## config.mk

```make
export PLATFORM = sky130hd
export DESIGN_NAME = mode_button_led_blink_sequencer_top
export DESIGN_NICKNAME = d
export VERILOG_FILES = /design/src/rtl/mbls_pkg.sv /design/src/rtl/mbls_voice.sv /design/src/rtl/mbls_button.sv /design/src/rtl/mode_button_led_blink_sequencer_top.sv
export VERILOG_INCLUDE_DIRS = /design/src /design/src/rtl
export SDC_FILE = /design/constraint.sdc
export NUM_CORES = 2
export LEC_CHECK = 0
export BUFFER_PORTS_ARGS = -buffer_cell sky130_fd_sc_hd__buf_2
export CAP_MARGIN = 20
export CORE_ASPECT_RATIO = 0.5
export CORE_MARGIN = 2
export CORE_UTILIZATION = 57
export CTS_CLUSTER_SIZE = 12
export DETAILED_ROUTE_END_ITERATION = 16
export GPL_TIMING_DRIVEN = 0
export PLACE_DENSITY = 0.74
export SETUP_SLACK_MARGIN = 0.2
export SYNTH_ARGS = -nofsm -noshare
export SYNTH_HDL_FRONTEND = slang
export SYNTH_SLANG_ARGS = --single-unit
```

## constraint.sdc

```tcl
create_clock -name clk -period 16.1 [get_ports clk]
set_clock_uncertainty 0.05 [all_clocks]
set_input_delay 3.22 -clock clk [delete_from_list [all_inputs] [get_ports clk]]
set_output_delay 3.22 -clock clk [all_outputs]
set_load 0.01 [all_outputs]
```

## src/rtl/mode_button_led_blink_sequencer_top_assert.svh

```systemverilog
// Assertion macros used by the blink sequencer top level.
`ifndef MODE_BUTTON_LED_BLINK_SEQUENCER_TOP_ASSERT_SVH
`define MODE_BUTTON_LED_BLINK_SEQUENCER_TOP_ASSERT_SVH

// Same-cycle implication, disabled while reset is asserted.
`define MBLS_ASSERT_IMPL(lbl, ck, rst_n, ante, cons, msg) \
	lbl: assert property (@(posedge ck) disable iff (!rst_n) (ante) |-> (cons)) else $error(msg);

// Next-cycle implication, disabled while reset is asserted.
`define MBLS_ASSERT_NEXT(lbl, ck, rst_n, ante, cons, msg) \
	lbl: assert property (@(posedge ck) disable iff (!rst_n) (ante) |=> (cons)) else $error(msg);

`endif

```

## src/rtl/mbls_pkg.sv

```systemverilog
// Package: constants, lightshow table and shared types of the blink sequencer.
`timescale 1ns / 1ps

package mbls_pkg;

	localparam int NUM_VOICES  = 4;
	localparam int VOICE_IDX_W = 2;
	localparam int MODE_W      = 3;
	localparam int TIME_W      = 32;
	localparam int CFG_W       = 16;
	localparam int DELAY_W     = 10;
	localparam int COUNT_W     = 3;

	// Item kinds
	localparam logic ITEM_PROCESS = 1'b0;
	localparam logic ITEM_GATE    = 1'b1;

	// Register indexes
	localparam logic REG_BLINK_PERIOD = 1'b0;
	localparam logic REG_DEBOUNCE     = 1'b1;

	localparam logic [CFG_W-1:0] RST_BLINK_PERIOD = 16'd100;
	localparam logic [CFG_W-1:0] RST_DEBOUNCE     = 16'd50;

	// Play modes
	localparam logic [MODE_W-1:0] PM_MONO     = 3'd0;
	localparam logic [MODE_W-1:0] PM_CIRCULAR = 3'd1;
	localparam logic [MODE_W-1:0] PM_UNISON   = 3'd2;
	localparam logic [MODE_W-1:0] PM_POLY     = 3'd3;
	localparam logic [MODE_W-1:0] PM_BCH      = 3'd4;
	localparam logic [MODE_W-1:0] PM_CHL      = 3'd5;
	localparam logic [MODE_W-1:0] PM_QUAD     = 3'd6;

	localparam logic [DELAY_W-1:0] DLY_0   = 10'd0;
	localparam logic [DELAY_W-1:0] DLY_200 = 10'd200;
	localparam logic [DELAY_W-1:0] DLY_350 = 10'd350;
	localparam logic [DELAY_W-1:0] DLY_400 = 10'd400;
	localparam logic [DELAY_W-1:0] DLY_600 = 10'd600;

	typedef struct packed {
		logic                 load;
		logic [MODE_W-1:0]    show_mode;
	} btn_evt_t;

	typedef struct packed {
		logic                 load;
		logic                 enable;
		logic [COUNT_W-1:0]   count;
		logic [DELAY_W-1:0]   delay;
	} voice_load_t;

	typedef struct packed {
		logic set;
		logic clr;
	} voice_evt_t;

	// Lightshow table, indexed by the mode being left.
	function automatic logic [MODE_W-1:0] show_next(input logic [MODE_W-1:0] m);
		case (m)
			PM_MONO:     show_next = PM_CIRCULAR;
			PM_CIRCULAR: show_next = PM_UNISON;
			PM_UNISON:   show_next = PM_POLY;
			PM_POLY:     show_next = PM_BCH;
			PM_BCH:      show_next = PM_CHL;
			PM_CHL:      show_next = PM_QUAD;
			default:     show_next = PM_MONO;
		endcase
	endfunction

	function automatic logic [COUNT_W-1:0] show_times(input logic [MODE_W-1:0] m);
		case (m)
			PM_MONO, PM_CIRCULAR:                  show_times = 3'd1;
			PM_UNISON:                             show_times = 3'd5;
			PM_POLY, PM_BCH, PM_CHL, PM_QUAD:      show_times = 3'd3;
			default:                               show_times = 3'd0;
		endcase
	endfunction

	function automatic logic [NUM_VOICES-1:0] show_mask(input logic [MODE_W-1:0] m);
		case (m)
			PM_QUAD: show_mask = 4'h1;
			PM_MONO, PM_CIRCULAR, PM_UNISON, PM_POLY, PM_BCH, PM_CHL:
				show_mask = 4'hF;
			default: show_mask = 4'h0;
		endcase
	endfunction

	function automatic logic [DELAY_W-1:0] show_delay(input logic [MODE_W-1:0] m,
			input logic [VOICE_IDX_W-1:0] v);
		show_delay = DLY_0;
		case (m)
			PM_MONO: begin
				case (v)
					2'd0:    show_delay = DLY_0;
					2'd1:    show_delay = DLY_200;
					2'd2:    show_delay = DLY_400;
					default: show_delay = DLY_600;
				endcase
			end
			PM_POLY: show_delay = (v == 2'd0) ? DLY_0 : DLY_600;
			PM_BCH:  show_delay = (v == 2'd3) ? DLY_600 : DLY_0;
			PM_CHL: begin
				case (v)
					2'd0:    show_delay = DLY_200;
					2'd1:    show_delay = DLY_0;
					2'd2:    show_delay = DLY_350;
					default: show_delay = DLY_600;
				endcase
			end
			default: show_delay = DLY_0;
		endcase
	endfunction

endpackage

```

## src/rtl/mbls_voice.sv

```systemverilog
// One voice of the lightshow: start delay, toggle timing and blink countdown.
`timescale 1ns / 1ps

module mbls_voice import mbls_pkg::*; (
	input  logic              clk,
	input  logic              arst_n,
	input  logic              step,
	input  logic [TIME_W-1:0] now,
	input  logic [CFG_W-1:0]  period,
	input  voice_load_t       ld,
	output voice_evt_t        evt
);

	localparam int SUM_W = CFG_W + 1;

	logic [COUNT_W-1:0] count_q;
	logic               en_q;
	logic [DELAY_W-1:0] delay_q;
	logic               started_q;
	logic               lit_q;
	logic [TIME_W-1:0]  tt_q;

	logic [COUNT_W-1:0] eff_count;
	logic               eff_en;
	logic [DELAY_W-1:0] eff_delay;
	logic               active;
	logic [SUM_W-1:0]   delay_plus;
	logic [TIME_W-1:0]  thr;
	logic [TIME_W-1:0]  start_time;
	logic               due;
	logic [COUNT_W-1:0] count_n;
	logic               started_n;
	logic [TIME_W-1:0]  tt_n;

	always_comb begin
		eff_count = ld.load ? ld.count  : count_q;
		eff_en    = ld.load ? ld.enable : en_q;
		eff_delay = ld.load ? ld.delay  : delay_q;
		active    = eff_en && (eff_count != '0);

		// Before the first toggle the reference is now + delay, so fold delay and period.
		delay_plus = {{(SUM_W-DELAY_W){1'b0}}, eff_delay} + {1'b0, period};
		start_time = now + {{(TIME_W-DELAY_W){1'b0}}, eff_delay};
		thr = started_q ? (tt_q + {{(TIME_W-CFG_W){1'b0}}, period})
		                : (now + {{(TIME_W-SUM_W){1'b0}}, delay_plus});
		due = active && (now > thr);

		evt.set = due && !lit_q;
		evt.clr = due && lit_q;

		count_n = evt.clr ? (eff_count - 1'b1) : eff_count;
		if (active)
			started_n = !(evt.clr && (count_n == '0));
		else
			started_n = started_q;

		if (due)
			tt_n = now;
		else if (active && !started_q)
			tt_n = start_time;
		else
			tt_n = tt_q;
	end

	always_ff @(posedge clk or negedge arst_n) begin
		if (!arst_n) begin
			count_q   <= '0;
			en_q      <= 1'b0;
			delay_q   <= '0;
			started_q <= 1'b0;
			lit_q     <= 1'b0;
			tt_q      <= '0;
		end else if (step) begin
			count_q   <= count_n;
			en_q      <= eff_en;
			delay_q   <= eff_delay;
			started_q <= started_n;
			lit_q     <= due ? !lit_q : lit_q;
			tt_q      <= tt_n;
		end
	end

endmodule

```

## src/rtl/mbls_button.sv

```systemverilog
// Mode button: press/release tracking with debounce and play mode advance.
`timescale 1ns / 1ps

module mbls_button import mbls_pkg::*; (
	input  logic              clk,
	input  logic              arst_n,
	input  logic              step,
	input  logic [TIME_W-1:0] now,
	input  logic              level,
	input  logic [CFG_W-1:0]  debounce,
	output btn_evt_t          evt,
	output logic [MODE_W-1:0] cur_mode
);

	logic [MODE_W-1:0] mode_q;
	logic              last_q;
	logic [TIME_W-1:0] press_q;
	logic              release_ok;

	always_comb begin
		evt.load      = last_q && !level;
		evt.show_mode = mode_q;
		release_ok    = !last_q && level &&
		                (now > (press_q + {{(TIME_W-CFG_W){1'b0}}, debounce}));
	end

	always_ff @(posedge clk or negedge arst_n) begin
		if (!arst_n) begin
			mode_q  <= PM_MONO;
			last_q  <= 1'b0;
			press_q <= '0;
		end else if (step) begin
			if (evt.load) begin
				mode_q  <= show_next(mode_q);
				press_q <= now;
				last_q  <= 1'b0;
			end else if (release_ok) begin
				last_q <= 1'b1;
			end
		end
	end

	assign cur_mode = mode_q;

endmodule

```

## src/rtl/mode_button_led_blink_sequencer_top.sv

```systemverilog
// Top level of the mode button LED blink sequencer.
//
// Input channel (in_valid/in_ready): mode selects a gate transaction (load
// gate_bits onto the LEDs) or a process transaction (check the mode button at
// now_ms, then run the four voice blink timers).
// Output channel (out_valid/out_ready): one result per input transaction with
// the LED state, the play mode and a flag set when the transaction advanced the
// play mode.
// Config channel (cfg_valid/cfg_ready, always ready): cfg_index 0 writes
// blink_period_ms, 1 writes debounce_ms; write only while the block is idle.
// out_valid rises when a transaction moves from the input register into the
// result register. One transaction per cycle while out_ready stays high; each
// register holds one transaction and the four voice timers update in parallel.
// While the receiver stalls, the result holds and one more transaction may sit
// in the input register; then in_ready drops.
// Reset: play mode mono, LEDs off, all voices idle, registers at 100 and 50 ms.
`timescale 1ns / 1ps

module mode_button_led_blink_sequencer_top import mbls_pkg::*; (
	input  logic                  clk,
	input  logic                  arst_n,
	input  logic                  in_valid,
	output logic                  in_ready,
	input  logic                  mode,
	input  logic [TIME_W-1:0]     now_ms,
	input  logic                  button_level,
	input  logic [NUM_VOICES-1:0] gate_bits,
	output logic                  out_valid,
	input  logic                  out_ready,
	output logic [NUM_VOICES-1:0] led_bits,
	output logic [MODE_W-1:0]     play_mode,
	output logic                  mode_changed,
	input  logic                  cfg_valid,
	output logic                  cfg_ready,
	input  logic                  cfg_index,
	input  logic [CFG_W-1:0]      cfg_data
);

	`include "mode_button_led_blink_sequencer_top_assert.svh"

	logic [CFG_W-1:0]      period_q;
	logic [CFG_W-1:0]      debounce_q;

	logic                  valid_s1;
	logic                  mode_s1;
	logic [TIME_W-1:0]     now_s1;
	logic                  level_s1;
	logic [NUM_VOICES-1:0] gate_s1;

	logic                  out_valid_q;
	logic                  changed_q;
	logic [NUM_VOICES-1:0] led_q;

	logic                  advance;
	logic                  step;
	btn_evt_t              bevt;
	logic [MODE_W-1:0]     cur_mode;
	logic [NUM_VOICES-1:0] mask;
	logic [COUNT_W-1:0]    times;
	logic [NUM_VOICES-1:0] led_set;
	logic [NUM_VOICES-1:0] led_clr;

	assign cfg_ready = 1'b1;

	always_ff @(posedge clk or negedge arst_n) begin
		if (!arst_n) begin
			period_q   <= RST_BLINK_PERIOD;
			debounce_q <= RST_DEBOUNCE;
		end else if (cfg_valid) begin
			case (cfg_index)
				REG_BLINK_PERIOD: period_q   <= cfg_data;
				REG_DEBOUNCE:     debounce_q <= cfg_data;
				default:          period_q   <= period_q;
			endcase
		end
	end

	assign advance  = valid_s1 && (!out_valid_q || out_ready);
	assign in_ready = !valid_s1 || advance;
	assign step     = advance && (mode_s1 == ITEM_PROCESS);

	// Input register
	always_ff @(posedge clk or negedge arst_n) begin
		if (!arst_n)
			valid_s1 <= 1'b0;
		else if (in_valid && in_ready)
			valid_s1 <= 1'b1;
		else if (advance)
			valid_s1 <= 1'b0;
	end

	always_ff @(posedge clk) begin
		if (in_valid && in_ready) begin
			mode_s1  <= mode;
			now_s1   <= now_ms;
			level_s1 <= button_level;
			gate_s1  <= gate_bits;
		end
	end

	mbls_button u_button (
		.clk      (clk),
		.arst_n   (arst_n),
		.step     (step),
		.now      (now_s1),
		.level    (level_s1),
		.debounce (debounce_q),
		.evt      (bevt),
		.cur_mode (cur_mode)
	);

	assign mask  = show_mask(bevt.show_mode);
	assign times = show_times(bevt.show_mode);

	for (genvar v = 0; v < NUM_VOICES; v++) begin : g_voice
		voice_load_t ld;
		voice_evt_t  vevt;

		assign ld.load   = bevt.load;
		assign ld.enable = mask[v];
		assign ld.count  = mask[v] ? times : '0;
		assign ld.delay  = show_delay(bevt.show_mode, VOICE_IDX_W'(v));

		mbls_voice u_voice (
			.clk    (clk),
			.arst_n (arst_n),
			.step   (step),
			.now    (now_s1),
			.period (period_q),
			.ld     (ld),
			.evt    (vevt)
		);

		assign led_set[v] = vevt.set;
		assign led_clr[v] = vevt.clr;
	end

	// Result register; LED and mode state double as the result payload.
	always_ff @(posedge clk or negedge arst_n) begin
		if (!arst_n) begin
			out_valid_q <= 1'b0;
			changed_q   <= 1'b0;
			led_q       <= '0;
		end else begin
			if (advance)
				out_valid_q <= 1'b1;
			else if (out_ready)
				out_valid_q <= 1'b0;

			if (advance) begin
				changed_q <= step && bevt.load;
				if (mode_s1 == ITEM_GATE)
					led_q <= gate_s1;
				else
					led_q <= (led_q & ~led_clr) | led_set;
			end
		end
	end

	assign out_valid    = out_valid_q;
	assign led_bits     = led_q;
	assign play_mode    = cur_mode;
	assign mode_changed = changed_q;

	`MBLS_ASSERT_NEXT(a_gate_keeps_mode, clk, arst_n, advance && (mode_s1 == ITEM_GATE), play_mode == $past(play_mode), "gate transaction changed the play mode")
	`MBLS_ASSERT_NEXT(a_gate_sets_leds, clk, arst_n, advance && (mode_s1 == ITEM_GATE), led_bits == $past(gate_s1), "gate transaction did not load the LEDs")
	`MBLS_ASSERT_NEXT(a_change_flag, clk, arst_n, advance, mode_changed == (play_mode != $past(play_mode)), "mode_changed disagrees with the play mode")
	`MBLS_ASSERT_IMPL(a_mode_range, clk, arst_n, out_valid, play_mode <= PM_QUAD, "play mode out of range")

endmodule
```

Word level (Yosys, flattened, before mapping)

Index checks and enable logic that the tools add are counted.

$add $sub $neg: 21
Magnitude comparators: 5
Eq/ne operators: 6
Muxes and demuxes: 46
Bitwise operators: 5
Reduce and logical (&&, ||, !) cells: 85

Operator list:

| operator              | number |
|---|---|
| $mux W32              | 12 |
| $add A32 B16 Y32      | 5 |
| $gt A32 B32 Y1        | 5 |
| $add A32 B10 Y32      | 4 |
| $add A32 B17 Y32      | 4 |
| $add A10 B16 Y17      | 4 |
| $mux W10              | 5 |
| $mux W3               | 12 |
| $reduce_and A2 Y1     | 16 |
| $logic_and A1 B1 Y1   | 31 |
| $pmux W10 S3          | 1 |
| $pmux W10 S2          | 1 |
| $pmux W3 S6           | 1 |
| $logic_not A1 Y1      | 16 |
| $logic_not A3 Y1      | 5 |
| $reduce_bool A2 Y1    | 7 |
| $reduce_bool A3 Y1    | 4 |
| $sub A3 B1 Y3 const B | 4 |
| $mux W1               | 10 |
| $eq A3 B3 Y1 const B  | 3 |
| $pmux W3 S3           | 1 |
| $mux W8               | 1 |
| $pmux W4 S2           | 1 |
| $reduce_or A4 Y1      | 2 |
| 10 further kinds      | 13 |

Flip-flop bits (word level): 305
Output and inout bits: 11
Logic and storage cells: 205

Logic depth before layout (Yosys ltp)

Depth in word-level cells: 14
Depth in mapped cells: 29
Gate-level depth less buffers: 26

By module

A second synthesis with hierarchy kept.

Cell total of the unflattened synthesis: 3495
Area total of the unflattened synthesis: 31158.6 um^2

Modules (own cells, without submodules):

| module                              | instances | cells an instance | area each (um^2) | sequential area each (um^2) |
|---|---|---|---|---|
| mbls_voice (g_voice[0].u_voice)     | 1         | 761               | 6367.4           | 1201.2 |
| mbls_voice (g_voice[3].u_voice)     | 1         | 764               | 6256.0           | 1201.2 |
| mbls_voice (g_voice[1].u_voice)     | 1         | 729               | 6236.0           | 1201.2 |
| mbls_voice (g_voice[2].u_voice)     | 1         | 730               | 6160.9           | 1201.2 |
| mbls_button                         | 1         | 338               | 3223.1           | 900.9 |
| mode_button_led_blink_sequencer_top | 1         | 173               | 2915.3           | 2124.5 |

Worst setup path before layout

Ideal clock, no wire load.

Kind: input port to output port
Start point: input port out_ready
End point: output port in_ready
Arrival: 3429 ps
Data required time: 12830 ps
Slack: 9401 ps
Stages on the path: 1
Cell sequence: nand3b_1

Cells in the longest elaborated chain, start to end: 3

Ends and longest elaborated chain:

| element             | RTL line                                  | source |
|---|---|---|
| start: declaration  | mode_button_led_blink_sequencer_top.sv:29 | `input logic out_ready,` |
| $logic_or A1 B1 Y1  | mode_button_led_blink_sequencer_top.sv:78 | `assign advance = valid_s1 && (!out_valid_q \|\| out_ready);` |
| $logic_and A1 B1 Y1 | mode_button_led_blink_sequencer_top.sv:78 |  |
| $logic_or A1 B1 Y1  | mode_button_led_blink_sequencer_top.sv:79 | `assign in_ready = !valid_s1 \|\| advance;` |
| end: declaration    | mode_button_led_blink_sequencer_top.sv:23 | `output logic in_ready,` |

No other way between the ends.

Worst setup path in the final report

Start point: register u_button.last_q
End point: register g_voice[1].u_voice.tt_q[2]

Cells in the longest elaborated chain, start to end: 9
Elaborated cells on any way between the ends: 17
Classes of those cells: add/sub (3); order compare (1); mux (6); reduce/logical (7)

Ends and longest elaborated chain:

| element                             | RTL line          | source |
|---|---|---|
| start: declaration                  | mbls_button.sv:16 | `logic last_q;` |
| start signal: assignment            | mbls_button.sv:30 | `last_q <= 1'b0;` |
| start signal: assignment            | mbls_button.sv:36 | `last_q <= 1'b0;` |
| start signal: assignment            | mbls_button.sv:38 | `last_q <= 1'b1;` |
| $logic_and A1 B1 Y1 (*)             | mbls_button.sv:21 | `evt.load = last_q && !level;` |
| $mux W10 (*)                        | mbls_voice.sv:38  | `eff_delay = ld.load ? ld.delay : delay_q;` |
| via g_voice[1].u_voice.eff_delay[3] | mbls_voice.sv:25  | `logic [DELAY_W-1:0] eff_delay;` |
| $add A10 B16 Y17 (*)                | mbls_voice.sv:42  | `delay_plus = {{(SUM_W-DELAY_W){1'b0}}, eff_delay} + {1'b0, period};` |
| $add A32 B17 Y32 (*)                | mbls_voice.sv:45  | `: (now + {{(TIME_W-SUM_W){1'b0}}, delay_plus});` |
| $mux W32 (*)                        | mbls_voice.sv:44  | `thr = started_q ? (tt_q + {{(TIME_W-CFG_W){1'b0}}, period})` |
| $gt A32 B32 Y1 (*)                  | mbls_voice.sv:46  | `due = active && (now > thr);` |
| $logic_and A1 B1 Y1 (*)             | mbls_voice.sv:46  |  |
| $reduce_bool A2 Y1 (no line)        | --                |  |
| $reduce_and A2 Y1 (no line)         | --                |  |
| end signal: assignment              | mbls_voice.sv:79  | `tt_q <= tt_n;` |
| end: declaration                    | mbls_voice.sv:21  | `logic [TIME_W-1:0] tt_q;` |

Mark *: on every way through the listed nets, which the timed path passes. The rest lies on a longest branch. The select of a mux whose other input is x is not followed.
A chain may end at the register's enable or synchronous reset.

==> impl_metrics.json <==
{
  "r2r_slack_ns": 6.10,
  "wirelength_met1_um": 46600,
  "setup_tns_ns": 0,
  "rows": 58,
  "clk_root_buffer_cell": "clkbuf_16",
  "synth_xor_area_frac": 0.106,
  "postLayoutCoreUtil": 0.627,
  "start_kind": "flop",
  "grt_pass1_vias": 25400,
  "layout_commonest_cell": "nand2_1",
  "path_class": "flop to flop",
  "ir_worst_vdd_mv": 0.121,
  "multi_input_area_mm2": 0.0203,
  "fin_hold_ws_ns": 0.427,
  "setup_violations": 0,
  "hold_class": "flop to flop",
  "gp_congestion": 1.04,
  "cts.path.max_buffers": 3,
  "p_leak_nw": 14.2,
  "rr_startpoint": "u_button.last_q",
  "slew_headroom": 0.200,
  "synth-async-reset-ratio": 0.875,
  "r2r_end": "g_voice[1].u_voice.tt_q[2]",
  "synthMuxAreaShare": 0.0318,
  "overflow": 0,
  "period_share": 0.621,
  "ant_nets": 0,
  "worst_ep_arrival_time_ns": 10.36,
  "syn_area_mm2": 0.0292,
  "cp-endpoint": "g_voice[1].u_voice.tt_q[2]",
  "nNetsFinal": 4054,
  "synth.avg_cell_area_um2": 8.37,
  "wl_met2_um": 40700,
  "avgRoutedWirePerCell_um": 24.1,
  "synth_nets": 3942,
  "worst_slew_pin_slew_ns": 1.19,
  "drive_gt1_frac": 0.0667,
  "netlist.top_cell.by_area": "dfrtp_1",
  "nFillCells": 4446,
  "synth_area_leaders": "dfrtp_1 (22%), ha_1 (15%), xnor2_1 (6.7%), a21oi_1 (5.3%), nand2_1 (4.5%)",
  "grt_usage": 0.390,
  "final_max_slew_viol_count": 0,
  "ys_ff_latch": 305,
  "period_needed_ns": 10.0,
  "status": "finished clean",
  "ctsHoldBuffers": 0,
  "die_x_um": 324,
  "clk-insertion-delay-late_ns": 0.58,
  "drtIter0Drc": 3230,
  "synth-simple-area-share": 0.186,
  "yosys.area_share.adder": 0.182,
  "portBuffers": 69,
  "dp_hpwl_um": 82800,
  "avgViaCountPerCell": 6.33,
  "dieArea_mm2": 0.0532,
  "grt_max_degree": 101,
  "crit_start": "u_button.last_q",
  "synth_top_family_by_area": "compound AO/OA/AOI/OAI gates",
  "rsz0062_at_grt": "false",
  "numCtsBuffers": 34,
  "preCtsSetupSlack_ns": 6.76,
  "antenna_found_initial": 0,
  "grt_pass1_wl_um": 154000,
  "cts_tree": "built",
  "cp_slowest_cell": "nor4_1",
  "ys_warn_count": 0,
  "end_kind": "flop",
  "ctsResizeCount": 0,
  "cp_common_cell": "o21ai_0",
  "synth_cell_types": 86,
  "clock-sinks": 305,
  "wl_met3_um": 14100,
  "synth.yosys.seq_area_share": 0.268,
  "post-cts-setup-buffer-count": 0,
  "syn_inst": 3489,
  "synth_edf_count": 38,
  "crit_path_max_fanout": 10,
  "vias": 27300,
  "first_pass_iters": 6,
  "worst_ep_required_time_ns": 16.46,
  "critPathMaxStageDelay_ns": 1.02,
  "r2r_cells": 27,
  "top_layer_used": "met4",
  "boundaryPins": 71,
  "power_density_mw_per_mm2": 188,
  "synth_compound_area_frac": 0.189,
  "fmax_mhz": 100,
  "drt-total-wl_um": 104000,
  "synth_top_area_share": 0.224,
  "coreArea_mm2": 0.0504,
  "clkTransAtPathRegs_ns": 0.07,
  "setup_ws_ns": 6.10,
  "regArea_mm2": 0.00783,
  "die_height_um": 164,
  "area_delta_synth_final_pct": 8.27,
  "initial_core_util": 0.579,
  "cts_htree_levels": 2,
  "cap_viol_max_count": 0,
  "final_cell_mix": "nand2_1 (354), ha_1 (340), nor2_1 (328), a21oi_1 (312), dfrtp_1 (261)",
  "finalHoldViolations": 0,
  "synthFlopType": "dfrtp_1",
  "drc_errors": 0
}
-- flip-flops by register name, summed over array words and instances (netlist names), 3 cells and up, named ones only --
register	count
u_button.cur_mode	3
now_s1	32
g_voice.u_voice.lit_q	4
g_voice.u_voice.tt_q	128
gate_s1	4
period_q	16
u_button.press_q	32
g_voice.u_voice.en_q	4
g_voice.u_voice.count_q	12
g_voice.u_voice.delay_q	40
debounce_q	16
g_voice.u_voice.started_q	4
-- logic make-up (layout without fill, tap and decap cells) --
logic type | count (synthesis) | count (layout)
compound gates | 917 | 917
xor+xnor | 355 | 355
fa+ha+maj | 393 | 393
buf+inv | 272 | 410
flops | 305 | 305
mux | 87 | 87
other cells | 1 | 2
simple gates | 1159 | 1159
-- metrics by stage --
step	total power [mW]	instances	cell area, µm²
2_1_floorplan	3.94	3489	29200
3_3_place_gp	4.85	4248	30400
3_5_place_dp	4.97	4253	30500
4_1_cts	5.80	4315	31600
5_1_grt	6.37	4317	31600
6_report	5.94	4318	31600
-- worst min-delay path by stage --
| stage | startpoint | to | slack [ns] | depth (start not counted) |
|---|---|---|---|---|
| after floorplan | g_voice[0].u_voice.lit_q | g_voice[0].u_voice.lit_q | 0.39 | 1 |
| after global placement | g_voice[3].u_voice.lit_q | g_voice[3].u_voice.lit_q | 0.41 | 1 |
| after detailed placement | g_voice[0].u_voice.delay_q[0] | g_voice[0].u_voice.delay_q[0] | 0.41 | 1 |
| after CTS | g_voice[3].u_voice.lit_q | g_voice[3].u_voice.lit_q | 0.43 | 1 |
| after global routing | g_voice[1].u_voice.delay_q[3] | g_voice[1].u_voice.delay_q[3] | 0.43 | 1 |
| final | g_voice[0].u_voice.delay_q[0] | g_voice[0].u_voice.delay_q[0] | 0.43 | 1 |
-- worst max-delay path: cells and delay by family (launching register included) --
kind	cells	cell delay (ns)
DFF	1	0.58
buffers and inverters	7	2.16
and+or+nand+nor	5	1.89
adders and majority gates	3	1.14
AOI/OAI and AO/OA	12	4.04
-- where the power goes --
group | switching (mW) | internal [mW] | total (mW)
combinational | 2.29 | 1.50 | 3.79
sequential | 0.287 | 1.05 | 1.33
clock | 0.365 | 0.451 | 0.816
total | 2.94 | 3.00 | 5.94
-- layer usage --
layer | vias up | GRT usage
li1 | 12700 | -
met1 | 13100 | 0.571
met2 | 1405 | 0.544
met3 | 183 | 0.135
met4 | 0 | 0.0930
met5 | - | 0
-- area by class of cell --
cell class	count	area share
diodes	1	0.0000791
plain buffers	137	0.0183
clock buffers	51	0.0319
clock inverters	11	0.00257
inverters	135	0.0160
multi-input cells	2912	0.642
flip-flops and latches	305	0.248
well taps	690	0.0273
repair buffers	76	0.0145
-- Yosys cell counts, drive strengths merged (51+ instances only) --
| cell | count |
|---|---|
| a21o | 107 |
| a21oi | 313 |
| clkbuf | 94 |
| dfrtp | 261 |
| fa | 53 |
| ha | 340 |
| inv | 134 |
| nand2 | 356 |
| nand3 | 114 |
| nand4 | 51 |
| nor2 | 328 |
| nor3 | 75 |
| o21ai | 266 |
| xnor2 | 222 |
| xor2 | 133 |
Power figures use the tool's default switching activity.
